$ cat config.mk
export PLATFORM = sky130hd
export DESIGN_NAME = base64_stream_encoder
export DESIGN_NICKNAME = d
export VERILOG_FILES = /design/src/design/b64e_pkg.sv /design/src/design/base64_stream_encoder.sv /design/src/design/b64e_front.sv /design/src/design/b64e_queue.sv /design/src/design/b64e_back.sv
export SDC_FILE = /design/constraint.sdc
export NUM_CORES = 1
export LEC_CHECK = 0
export BUFFER_PORTS_ARGS = -buffer_cell sky130_fd_sc_hd__clkbuf_2
export CORE_MARGIN = 8
export CORE_UTILIZATION = 62
export CTS_BUF_LIST = sky130_fd_sc_hd__clkbuf_8 sky130_fd_sc_hd__clkbuf_16
export DETAILED_ROUTE_END_ITERATION = 8
export GPL_TIMING_DRIVEN = 1
export PLACE_DENSITY = 0.9
export SLEW_MARGIN = 20
export SYNTH_ARGS = -nofsm -noshare
export SYNTH_HDL_FRONTEND = slang
export SYNTH_SLANG_ARGS = --single-unit
$ cat constraint.sdc
create_clock -name clk -period 2.6 [get_ports clk]
set_input_delay 0.13 -clock clk [delete_from_list [all_inputs] [get_ports clk]]
set_output_delay 0.13 -clock clk [all_outputs]
set_load 0.01 [all_outputs]
$ cat src/design/b64e_pkg.sv
// Shared types and constants for the base64 stream encoder.
// No dependencies; used by every module of the block.
package b64e_pkg;

  // Padding character '='.
  localparam logic [6:0] PAD_CHAR = 7'h3D;

  // Depth of the job queue between the front and back parts.
  localparam int JobDepth = 2;
  localparam int LevelW   = $clog2(JobDepth + 1);
  localparam int PtrW     = $clog2(JobDepth);

  // One encoded job: up to four characters from one input word.
  typedef struct packed {
    logic [3:0][6:0] chars;     // characters, index 0 goes out first
    logic [1:0]      last_idx;  // index of the last valid character
    logic            fin;       // job ends the message
  } job_t;

  // Queue head as seen by the back part.
  typedef struct packed {
    logic valid;
    job_t job;
  } head_t;

  // Map a 6-bit group to its character of the standard alphabet.
  function automatic logic [6:0] b64_char(input logic [5:0] v);
    logic [6:0] c;
    if (v < 6'd26) begin
      c = 7'h41 + {1'b0, v};
    end else if (v < 6'd52) begin
      c = 7'h61 + {1'b0, v} - 7'd26;
    end else if (v < 6'd62) begin
      c = 7'h30 + {1'b0, v} - 7'd52;
    end else if (v == 6'd62) begin
      c = 7'h2B;
    end else begin
      c = 7'h2F;
    end
    return c;
  endfunction

endpackage

$ cat src/design/base64_stream_encoder.sv
// Top level of the streaming base64 encoder; instantiates b64e_front,
// b64e_queue and b64e_back and depends on b64e_pkg.
//
// Encodes a byte stream into standard base64 characters (A-Z a-z 0-9 + /)
// with '=' padding. Each input word carries one byte; tlast marks the final
// byte of a message, which flushes the partial group, pads the output to a
// multiple of four characters and raises out_tlast on the last character.
// A byte is accepted whenever the two-entry job queue has room; the output
// delivers one character per cycle while out_tready is high and a job is
// queued, so the sustained rate is set by the output port: a byte yields one
// to four characters; a message averages four per three bytes before padding.
module base64_stream_encoder (
  input  logic       clk,
  input  logic       rst_n,
  input  logic       in_tvalid,
  output logic       in_tready,
  input  logic [7:0] in_tdata,   // [7:0] data_byte
  input  logic       in_tlast,   // final_byte
  output logic       out_tvalid,
  input  logic       out_tready,
  output logic [7:0] out_tdata,  // [6:0] code_char, [7] zero fill
  output logic       out_tlast   // final_char
);

  logic                         push;
  b64e_pkg::job_t               push_job;
  logic                         space_ok;
  logic                         pop;
  b64e_pkg::head_t              head;
  logic [b64e_pkg::LevelW-1:0]  level;
  logic [6:0]                   out_char;

  b64e_front u_front (
    .clk      (clk),
    .rst_n    (rst_n),
    .in_valid (in_tvalid),
    .in_byte  (in_tdata),
    .in_fin   (in_tlast),
    .space_ok (space_ok),
    .in_ready (in_tready),
    .push     (push),
    .push_job (push_job)
  );

  b64e_queue u_queue (
    .clk      (clk),
    .rst_n    (rst_n),
    .push     (push),
    .push_job (push_job),
    .pop      (pop),
    .space_ok (space_ok),
    .head     (head),
    .level    (level)
  );

  b64e_back u_back (
    .clk       (clk),
    .rst_n     (rst_n),
    .head      (head),
    .out_ready (out_tready),
    .pop       (pop),
    .out_valid (out_tvalid),
    .out_char  (out_char),
    .out_last  (out_tlast)
  );

  assign out_tdata = {1'b0, out_char};

  // The queue never holds more jobs than its depth.
  a_level_bound: assert property (@(posedge clk) disable iff (!rst_n)
    level <= b64e_pkg::LevelW'(b64e_pkg::JobDepth))
    else $error("job queue level exceeds its depth");

  // A word is accepted only while the queue has room.
  a_no_overflow: assert property (@(posedge clk) disable iff (!rst_n)
    (in_tvalid && in_tready) |-> (level != b64e_pkg::LevelW'(b64e_pkg::JobDepth)))
    else $error("input accepted with a full job queue");

  // Padding that does not end the message is followed at once by more padding.
  a_pad_run: assert property (@(posedge clk) disable iff (!rst_n)
    (out_tvalid && out_tready && !out_tlast && out_tdata[6:0] == b64e_pkg::PAD_CHAR)
    |=> (out_tvalid && out_tdata[6:0] == b64e_pkg::PAD_CHAR))
    else $error("padding run broken");

  // The back part pops only while the queue holds a job.
  a_pop_valid: assert property (@(posedge clk) disable iff (!rst_n)
    pop |-> head.valid)
    else $error("pop from an empty job queue");

endmodule

$ cat src/design/b64e_front.sv
// Front part of the base64 encoder: accepts input words, tracks the byte
// phase and leftover bits, and builds one job of characters per word.
// Depends on b64e_pkg.
module b64e_front (
  input  logic            clk,
  input  logic            rst_n,
  input  logic            in_valid,
  input  logic [7:0]      in_byte,
  input  logic            in_fin,
  input  logic            space_ok,
  output logic            in_ready,
  output logic            push,
  output b64e_pkg::job_t  push_job
);

  typedef enum logic [1:0] {
    PH_G0 = 2'd0,
    PH_G1 = 2'd1,
    PH_G2 = 2'd2
  } phase_t;

  phase_t     phase_r, phase_nxt;
  logic [3:0] left_r, left_nxt;

  assign in_ready = space_ok;
  assign push     = in_valid && space_ok;

  // Build the job and the next state from the current phase.
  always_comb begin
    push_job          = '0;
    push_job.fin      = in_fin;
    push_job.chars[2] = b64e_pkg::PAD_CHAR;
    push_job.chars[3] = b64e_pkg::PAD_CHAR;
    phase_nxt         = phase_r;
    left_nxt          = left_r;
    case (phase_r)
      PH_G1: begin
        push_job.chars[0] = b64e_pkg::b64_char({left_r[1:0], in_byte[7:4]});
        push_job.chars[1] = b64e_pkg::b64_char({in_byte[3:0], 2'b00});
        push_job.last_idx = in_fin ? 2'd2 : 2'd0;
        left_nxt          = in_byte[3:0];
        phase_nxt         = PH_G2;
      end
      PH_G2: begin
        push_job.chars[0] = b64e_pkg::b64_char({left_r, in_byte[7:6]});
        push_job.chars[1] = b64e_pkg::b64_char(in_byte[5:0]);
        push_job.last_idx = 2'd1;
        left_nxt          = 4'd0;
        phase_nxt         = PH_G0;
      end
      default: begin
        push_job.chars[0] = b64e_pkg::b64_char(in_byte[7:2]);
        push_job.chars[1] = b64e_pkg::b64_char({in_byte[1:0], 4'b0000});
        push_job.last_idx = in_fin ? 2'd3 : 2'd0;
        left_nxt          = {2'b00, in_byte[1:0]};
        phase_nxt         = PH_G1;
      end
    endcase
    // The final word restarts the group for the next message.
    if (in_fin) begin
      left_nxt  = 4'd0;
      phase_nxt = PH_G0;
    end
  end

  // State registers.
  always_ff @(posedge clk) begin
    if (!rst_n) begin
      phase_r <= PH_G0;
      left_r  <= 4'd0;
    end else if (push) begin
      phase_r <= phase_nxt;
      left_r  <= left_nxt;
    end
  end

endmodule

$ cat src/design/b64e_queue.sv
// Short job queue between the front and back parts of the base64 encoder.
// Depends on b64e_pkg.
module b64e_queue (
  input  logic                         clk,
  input  logic                         rst_n,
  input  logic                         push,
  input  b64e_pkg::job_t               push_job,
  input  logic                         pop,
  output logic                         space_ok,
  output b64e_pkg::head_t              head,
  output logic [b64e_pkg::LevelW-1:0]  level
);

  b64e_pkg::job_t                mem_r [b64e_pkg::JobDepth];
  logic [b64e_pkg::PtrW-1:0]     wr_ptr_r, rd_ptr_r;
  logic [b64e_pkg::LevelW-1:0]   level_r;

  assign space_ok   = (level_r != b64e_pkg::LevelW'(b64e_pkg::JobDepth));
  assign head.valid = (level_r != '0);
  assign head.job   = mem_r[rd_ptr_r];
  assign level      = level_r;

  // Storage for queued jobs.
  always_ff @(posedge clk) begin
    if (push) begin
      mem_r[wr_ptr_r] <= push_job;
    end
  end

  // Pointers and fill level.
  always_ff @(posedge clk) begin
    if (!rst_n) begin
      wr_ptr_r <= '0;
      rd_ptr_r <= '0;
      level_r  <= '0;
    end else begin
      if (push) begin
        wr_ptr_r <= (wr_ptr_r == b64e_pkg::PtrW'(b64e_pkg::JobDepth - 1)) ? '0 : wr_ptr_r + 1'b1;
      end
      if (pop) begin
        rd_ptr_r <= (rd_ptr_r == b64e_pkg::PtrW'(b64e_pkg::JobDepth - 1)) ? '0 : rd_ptr_r + 1'b1;
      end
      if (push && !pop) begin
        level_r <= level_r + 1'b1;
      end else if (pop && !push) begin
        level_r <= level_r - 1'b1;
      end
    end
  end

endmodule

$ cat src/design/b64e_back.sv
// Back part of the base64 encoder: sends the characters of the queue head
// one word per cycle, while out_ready is high, through a registered output stage.
// Depends on b64e_pkg.
module b64e_back (
  input  logic             clk,
  input  logic             rst_n,
  input  b64e_pkg::head_t  head,
  input  logic             out_ready,
  output logic             pop,
  output logic             out_valid,
  output logic [6:0]       out_char,
  output logic             out_last
);

  logic       valid_r;
  logic [6:0] char_r;
  logic       last_r;
  logic [1:0] idx_r;
  logic       load;
  logic       job_done;

  // The output register takes a new word when empty or being drained.
  assign load     = head.valid && (!valid_r || out_ready);
  assign job_done = (idx_r == head.job.last_idx);
  assign pop      = load && job_done;

  assign out_valid = valid_r;
  assign out_char  = char_r;
  assign out_last  = last_r;

  // Output stage and character index.
  always_ff @(posedge clk) begin
    if (!rst_n) begin
      valid_r <= 1'b0;
      idx_r   <= 2'd0;
    end else begin
      if (load) begin
        valid_r <= 1'b1;
        idx_r   <= job_done ? 2'd0 : idx_r + 2'd1;
      end else if (out_ready) begin
        valid_r <= 1'b0;
      end
    end
  end

  // Payload of the output stage.
  always_ff @(posedge clk) begin
    if (load) begin
      char_r <= head.job.chars[idx_r];
      last_r <= job_done && head.job.fin;
    end
  end

endmodule
## Word-level counts from Yosys, hierarchy flattened

Memory sizes are Yosys's and may differ from the RTL's. A register that Yosys moved wholly into a read port is not among the register bits.
Cells that the tools add are included.

| storage, ports and cells | value |
|---|---|
| logic and storage cells | 127 |
| output and inout bits | 11 |
| memories kept | 1 |
| memory bits (writable) | 34 |
| ROM bits | 0 |
| latch bits | 0 |
| bits in registers | 21 |

Memory list:

| memory | depth | width | rd ports | clocked after memory_dff | write ports | line | RTL |
|---|---|---|---|---|---|---|---|
| u_queue.mem_r | 2 | 17 | 1 | 1 | 1 | b64e_queue.sv:14 | `b64e_pkg::job_t mem_r [b64e_pkg::JobDepth];` |

| cells by class | value |
|---|---|
| multiplexer cells | 42 |
| div/mod/pow operators | 0 |
| equality and inequality tests | 8 |
| $mul | 0 |
| add/sub/neg operators | 35 |
| shift-type cells | 0 |
| reduce and logical (&&, ||, !) cells | 13 |
| $lt $le $gt $ge | 19 |
| bitwise operators | 0 |

Operator list:

| operator | number |
|---|---|
| 2-to-1 mux 7 bit | 19 |
| adder 7 x 6 -> 7 bit (first input constant) | 12 |
| < comparator 6 bit (second input constant) | 12 |
| adder 6 x 6 -> 7 bit (first input constant) | 6 |
| subtractor 7 x 5 -> 7 bit (second input constant) | 6 |
| subtractor 7 x 6 -> 7 bit (second input constant) | 6 |
| < comparator 6 x 5 -> 1 bit (second input constant) | 6 |
| case mux 16 bit (2 select lines) | 1 |
| equality test 6 bit (second input constant) | 4 |
| binary-select mux 7 bit (select 2 bit) | 1 |
| 2-to-1 mux 2 bit | 6 |
| 2-to-1 mux 3 bit | 4 |
| 2-to-1 mux 1 bit | 8 |
| case mux 4 bit (2 select lines) | 1 |
| logical AND 1 bit | 6 |
| nonzero test 2 bit | 3 |
| adder 2 x 1 -> 2 bit (second input constant) | 2 |
| 2-to-1 mux 4 bit | 1 |
| case mux 2 bit (2 select lines) | 1 |
| zero test 1 bit | 3 |
| < comparator 2 x 3 -> 1 bit (second input constant) | 1 |
| adder 1 bit (second input constant) | 2 |
| equality test 2 x 1 -> 1 bit (second input constant) | 1 |
| equality test 2 bit | 1 |
| other kinds (4) | 4 |

## Logic depth before layout (Yosys ltp)

| depth | value |
|---|---|
| depth after elaboration | 7 |
| mapped depth | 9 |
| gate-level depth less buffers | 8 |

## By module

From an unflattened synthesis, not the netlist that was laid out.

| second synthesis, totals | value |
|---|---|
| cells, all modules | 513 |
| area total of the unflattened synthesis | 5,466.5 sq um |

Modules (own cells, without submodules):

| module | area each (sq um) | cells an instance | instances |
|---|---|---|---|
| b64e_queue | 2,444.8 | 118 | 1 |
| b64e_front | 2,401.1 | 354 | 1 |
| b64e_back | 609.3 | 39 | 1 |
| base64_stream_encoder | 11.3 | 2 | 1 |

## Worst setup path after synthesis

No wires, ideal clock.

| timing path | value |
|---|---|
| path type | flip-flop to flip-flop |
| start point | reg u_front.left_r[1] |
| end point | mem u_queue.mem_r[0][6] (netlist name) (data pin) |
| clock period less this slack | 2.062 ns |
| stages on the path, launching flop included | 9 |
| library setup time | 0.270 ns |
| required time | 2.330 ns |
| path buffers | 2 |
| setup slack | 0.538 ns |
| arrival | 1.791 ns |
| cell sequence | dfxtp_1 > buf_2 > inv_1 > ha_1 > a21oi_1 > and2_1 > clkbuf_1 > a211oi_1 > or3_1 |

RTL lines:

| item | line | RTL |
|---|---|---|
| start: declaration | b64e_front.sv:23 | `logic [3:0] left_r, left_nxt;` |
| start signal: assignment | b64e_front.sv:73 | `left_r <= left_nxt;` |
| end: declaration | b64e_queue.sv:14 |  |

==> results.md <==
| Result | Value | Unit |
|:---|:---|:---|
| Worst setup slack for register-to-register paths | 370 | ps |
| Avg Inst Size Synth | 9.680 | um2 |
| Final count of negative-setup-slack endpoints | 0 | - |
| # rows | 29 | - |
| Min-delay worst type | input port to register | - |
| Number of register bits inferred by synthesis | 56 | - |
| Number of pins with negative max-slew slack in the final report | 0 | - |
| Worst reg-to-reg path cell count | 7 | - |
| Post-Synthesis Cell Area | 4008 | um2 |
| Most common cell after layout, fill and taps aside | sky130_fd_sc_hd__edfxtp_1 | - |
| Largest net degree at the start of global routing | 18 | - |
| Via count of the routed design | 3429 | - |
| Total leakage power | 1.588 | nW |
| Placed Cells | 501 | - |
| Power Dens Cells | 684.2 | nW/um2 |
| Critical setup path kind | register to register | - |
| Highest fanout seen on the critical path | 10 | - |
| HPWL Detailed | 7283 | um |
| Critical hold path startpoint | in_tlast | - |
| Top_reg_cell synth | sky130_fd_sc_hd__edfxtp_1 | - |
| Count of max-cap constraint violations | 0 | - |
| Post-Synthesis Cells | 414 | - |
| Outcome | complete, no violations | - |
| Worst hold margin | 118.4 | ps |
| Number of distinct library cells after synthesis | 70 | - |
| Worst-skew pair later-pin latency | 310 | ps |
| Port buffer count | 22 | - |
| Vias per std cell | 6.737 | - |
| Final critical delay including setup and external delays | 2235 | ps |
| Area share of the largest cell type after synthesis | 31.47 | % |
| Clock tree from TritonCTS | built | - |
| Total negative slack | 0 | ps |
| Global routing usage summed across all routing layers | 21.64 | % |
| Cell depth of the worst hold path | 1 | - |
| Core area | 6314 | um2 |
| Cell types occupying the most area after synthesis | sky130_fd_sc_hd__edfxtp_1 31%, sky130_fd_sc_hd__ha_1 7.2%, sky130_fd_sc_hd__dfxtp_1 7.0% | - |
| Number of nets in the final layout | 467 | - |
| Area growth from synthesis to layout | 6.806 | % |
| Worst flop-to-flop path startpoint | u_front.left_r[1]$_SDFFE_PN0P_ | - |
| Data arrival time of the critical path | 2340 | ps |
| Routed wire length per instance | 19.09 | um |
| Number of antenna violations at the first check in global routing | 0 | - |
| Boundary Pins | 24 | - |
| Total wirelength of the detailed-routed design | 9719 | um |
| Cell taking the most area after synthesis | sky130_fd_sc_hd__edfxtp_1 | - |
| Root Buffer | sky130_fd_sc_hd__clkbuf_8 | - |
| Final hold viol count | 0 | - |
| Post-cts sizing count | 0 | - |
| Startpoint types | register | - |
| Die ar. | 9293 | um2 |
| Buffer count from post-CTS setup fixing | 0 | - |
| Hold bufs inserted after CTS | 0 | - |
| Vias in the first global route | 3091 | - |
| Maximum clock frequency | 0.4475 | GHz |
| N_diodes | 0 | - |
| Setup Slack @ Placement | 433.7 | ps |
| Yosys warning count | 0 | - |
| Sequential-to-total area share from yosys stat | 38.46 | % |
| Number of synthesized flops with an enable pin | 42 | - |
| Worst hold endpoint | u_queue.mem_r[0][0]$_DFFE_PP_ | - |
| Final period utilization | 85.94 | % |
| Post-route insts no fill | 509 | - |
| Total gr overflow | 0 | - |
| Setup repair after global routing missed its margin | no | - |
| Post-synthesis async set-or-reset flop share | 0 | % |
| Final weighted congestion of routability-driven global placement | 1.036 | - |
| Fraction of layout instances using a drive strength above 1 | 15.97 | % |
| Transition time at the pin with the least slew margin | 632.7 | ps |
| Number of search-and-repair iterations in the first detailed-routing pass | 5 | - |
| Relative max-transition margin | 57.69 | % |
| First-pass GRT wire length | 15590 | um |
| Post-synthesis net count | 450 | - |
| Clock sinks | 56 | - |
| Final setup skew | 8.296 | ps |
| Clock-pin transition on the worst setup and hold timing paths | 100 | ps |
| Initial core utilization | 63.48 | % |
| Maximum resistive drop on vdd | 0.6691 | mV |
| Post-route ant nets | 0 | - |
| Worst Slack Setup Final | 365.5 | ps |
| Drc violations | 0 | - |
| Type of element capturing the critical path | register | - |
| Die Width | 96.40 | um |
| Reg-to-reg critical path endpoint | u_queue.mem_r[0][5]$_DFFE_PP_ | - |
| Drt initial violations | 363 | - |
| Required time of the worst setup path | 2700 | ps |
| Number of buffers created by CTS | 5 | - |
| Commonest cells after routing, fill and taps aside | 42 x sky130_fd_sc_hd__edfxtp_1, 28 x sky130_fd_sc_hd__a21oi_1, 24 x sky130_fd_sc_hd__nand2_1 | - |
| Die height | 96.40 | um |
| H-tree levels | 2 | - |
| Maximum buffer depth of the clock tree | 2 | - |
[state kept, by name, summed over array words and instances (netlist names), 2 cells and up, named ones only]
| signal | cells |
|---|---|
| u_queue.level | 2 |
| u_back.out_char | 7 |
| u_front.phase_r | 2 |
| u_queue.mem_r | 34 |
| u_front.left_r | 4 |
| u_back.idx_r | 2 |
[worst max-delay path: stages (launching register included)]
cell and delay (ps):
sky130_fd_sc_hd__dfxtp_1 350, sky130_fd_sc_hd__buf_4 200, sky130_fd_sc_hd__ha_1 200, sky130_fd_sc_hd__a21o_1 200
sky130_fd_sc_hd__a21o_1 260, sky130_fd_sc_hd__and3_1 170, sky130_fd_sc_hd__or4_1 450, sky130_fd_sc_hd__o211ai_1 200
[layout make-up]
cell class                      instances  area [um2]
Clock buffer                            5       68.82
Clock inverter                          3       15.01
Fill cell                             494        2033
Inverter                               21       81.33
Multi-Input combinational cell        307        2232
Sequential cell                        56        1541
Tap cell                               77       96.34
Timing Repair Buffer                   40       245.2
[per-layer routing]
metal / GRT usage (%) / up-vias / part of all wire (%)
li1: - / 1572 / -
met1: 28.00 / 1651 / 41
met2: 36.55 / 185 / 49
met3: 2.550 / 21 / 7.3
met4: 7.818 / 0 / 2.1
met5: 0 / - / 0
[logic make-up (layout without fill, tap and decap cells)]
family	Yosys count	count (layout)	synth area share (%)
simple gates	129	129	17.30
xor+xnor	21	21	4.589
compound gates	118	118	20.54
mux	15	15	5.994
buf+inv	51	69	5.838
flops	56	56	38.46
other cells	1	1	0.09357
fa+ha+maj	23	23	7.181
[worst max path at each step]
stage | startpoint | endpoint
after global routing | u_front.left_r[1]$_SDFFE_PN0P_ | u_queue.mem_r[0][5]$_DFFE_PP_
after CTS | u_front.left_r[1]$_SDFFE_PN0P_ | u_queue.mem_r[0][5]$_DFFE_PP_
after global placement | u_front.left_r[1]$_SDFFE_PN0P_ | u_queue.mem_r[0][5]$_DFFE_PP_
after detailed placement | u_front.left_r[1]$_SDFFE_PN0P_ | u_queue.mem_r[1][5]$_DFFE_PP_
final | u_front.left_r[1]$_SDFFE_PN0P_ | u_queue.mem_r[0][5]$_DFFE_PP_
after floorplan | u_front.left_r[1]$_SDFFE_PN0P_ | u_queue.mem_r[0][6]$_DFFE_PP_
[per-stage QoR]
step / total power [W] / instance area [um2] / util [%]
2_1_floorplan: 0.002154 / 4008 / -
3_3_place_gp: 0.002432 / 4197 / 66.47
3_5_place_dp: 0.002490 / 4197 / 66.47
4_1_cts: 0.002936 / 4280 / 67.80
5_1_grt: 0.003095 / 4280 / 67.80
6_report: 0.002929 / 4280 / 67.80
[cell usage after synthesis (7+ instances only)]
master                     count
sky130_fd_sc_hd__edfxtp_1     42
sky130_fd_sc_hd__a21oi_1      28
sky130_fd_sc_hd__nand2_1      24
sky130_fd_sc_hd__ha_1         23
sky130_fd_sc_hd__nor2_1       19
sky130_fd_sc_hd__nand3_1      18
sky130_fd_sc_hd__inv_1        17
sky130_fd_sc_hd__nor2b_1      17
sky130_fd_sc_hd__xnor2_1      16
sky130_fd_sc_hd__clkbuf_1     14
sky130_fd_sc_hd__dfxtp_1      14
sky130_fd_sc_hd__o21ai_0      12
sky130_fd_sc_hd__buf_2        11
sky130_fd_sc_hd__a31oi_1       9
sky130_fd_sc_hd__a211oi_1      8
sky130_fd_sc_hd__nand2b_1      8
sky130_fd_sc_hd__nor3_1        8
sky130_fd_sc_hd__a22oi_1       7
sky130_fd_sc_hd__mux4_2        7
[power by group]
group	internal, W	switching, W
Clock	0.000186	0.000268
Combinational	0.000501	0.000631
Sequential	0.00124	0.0000983
Power figures use the tool's default switching activity.
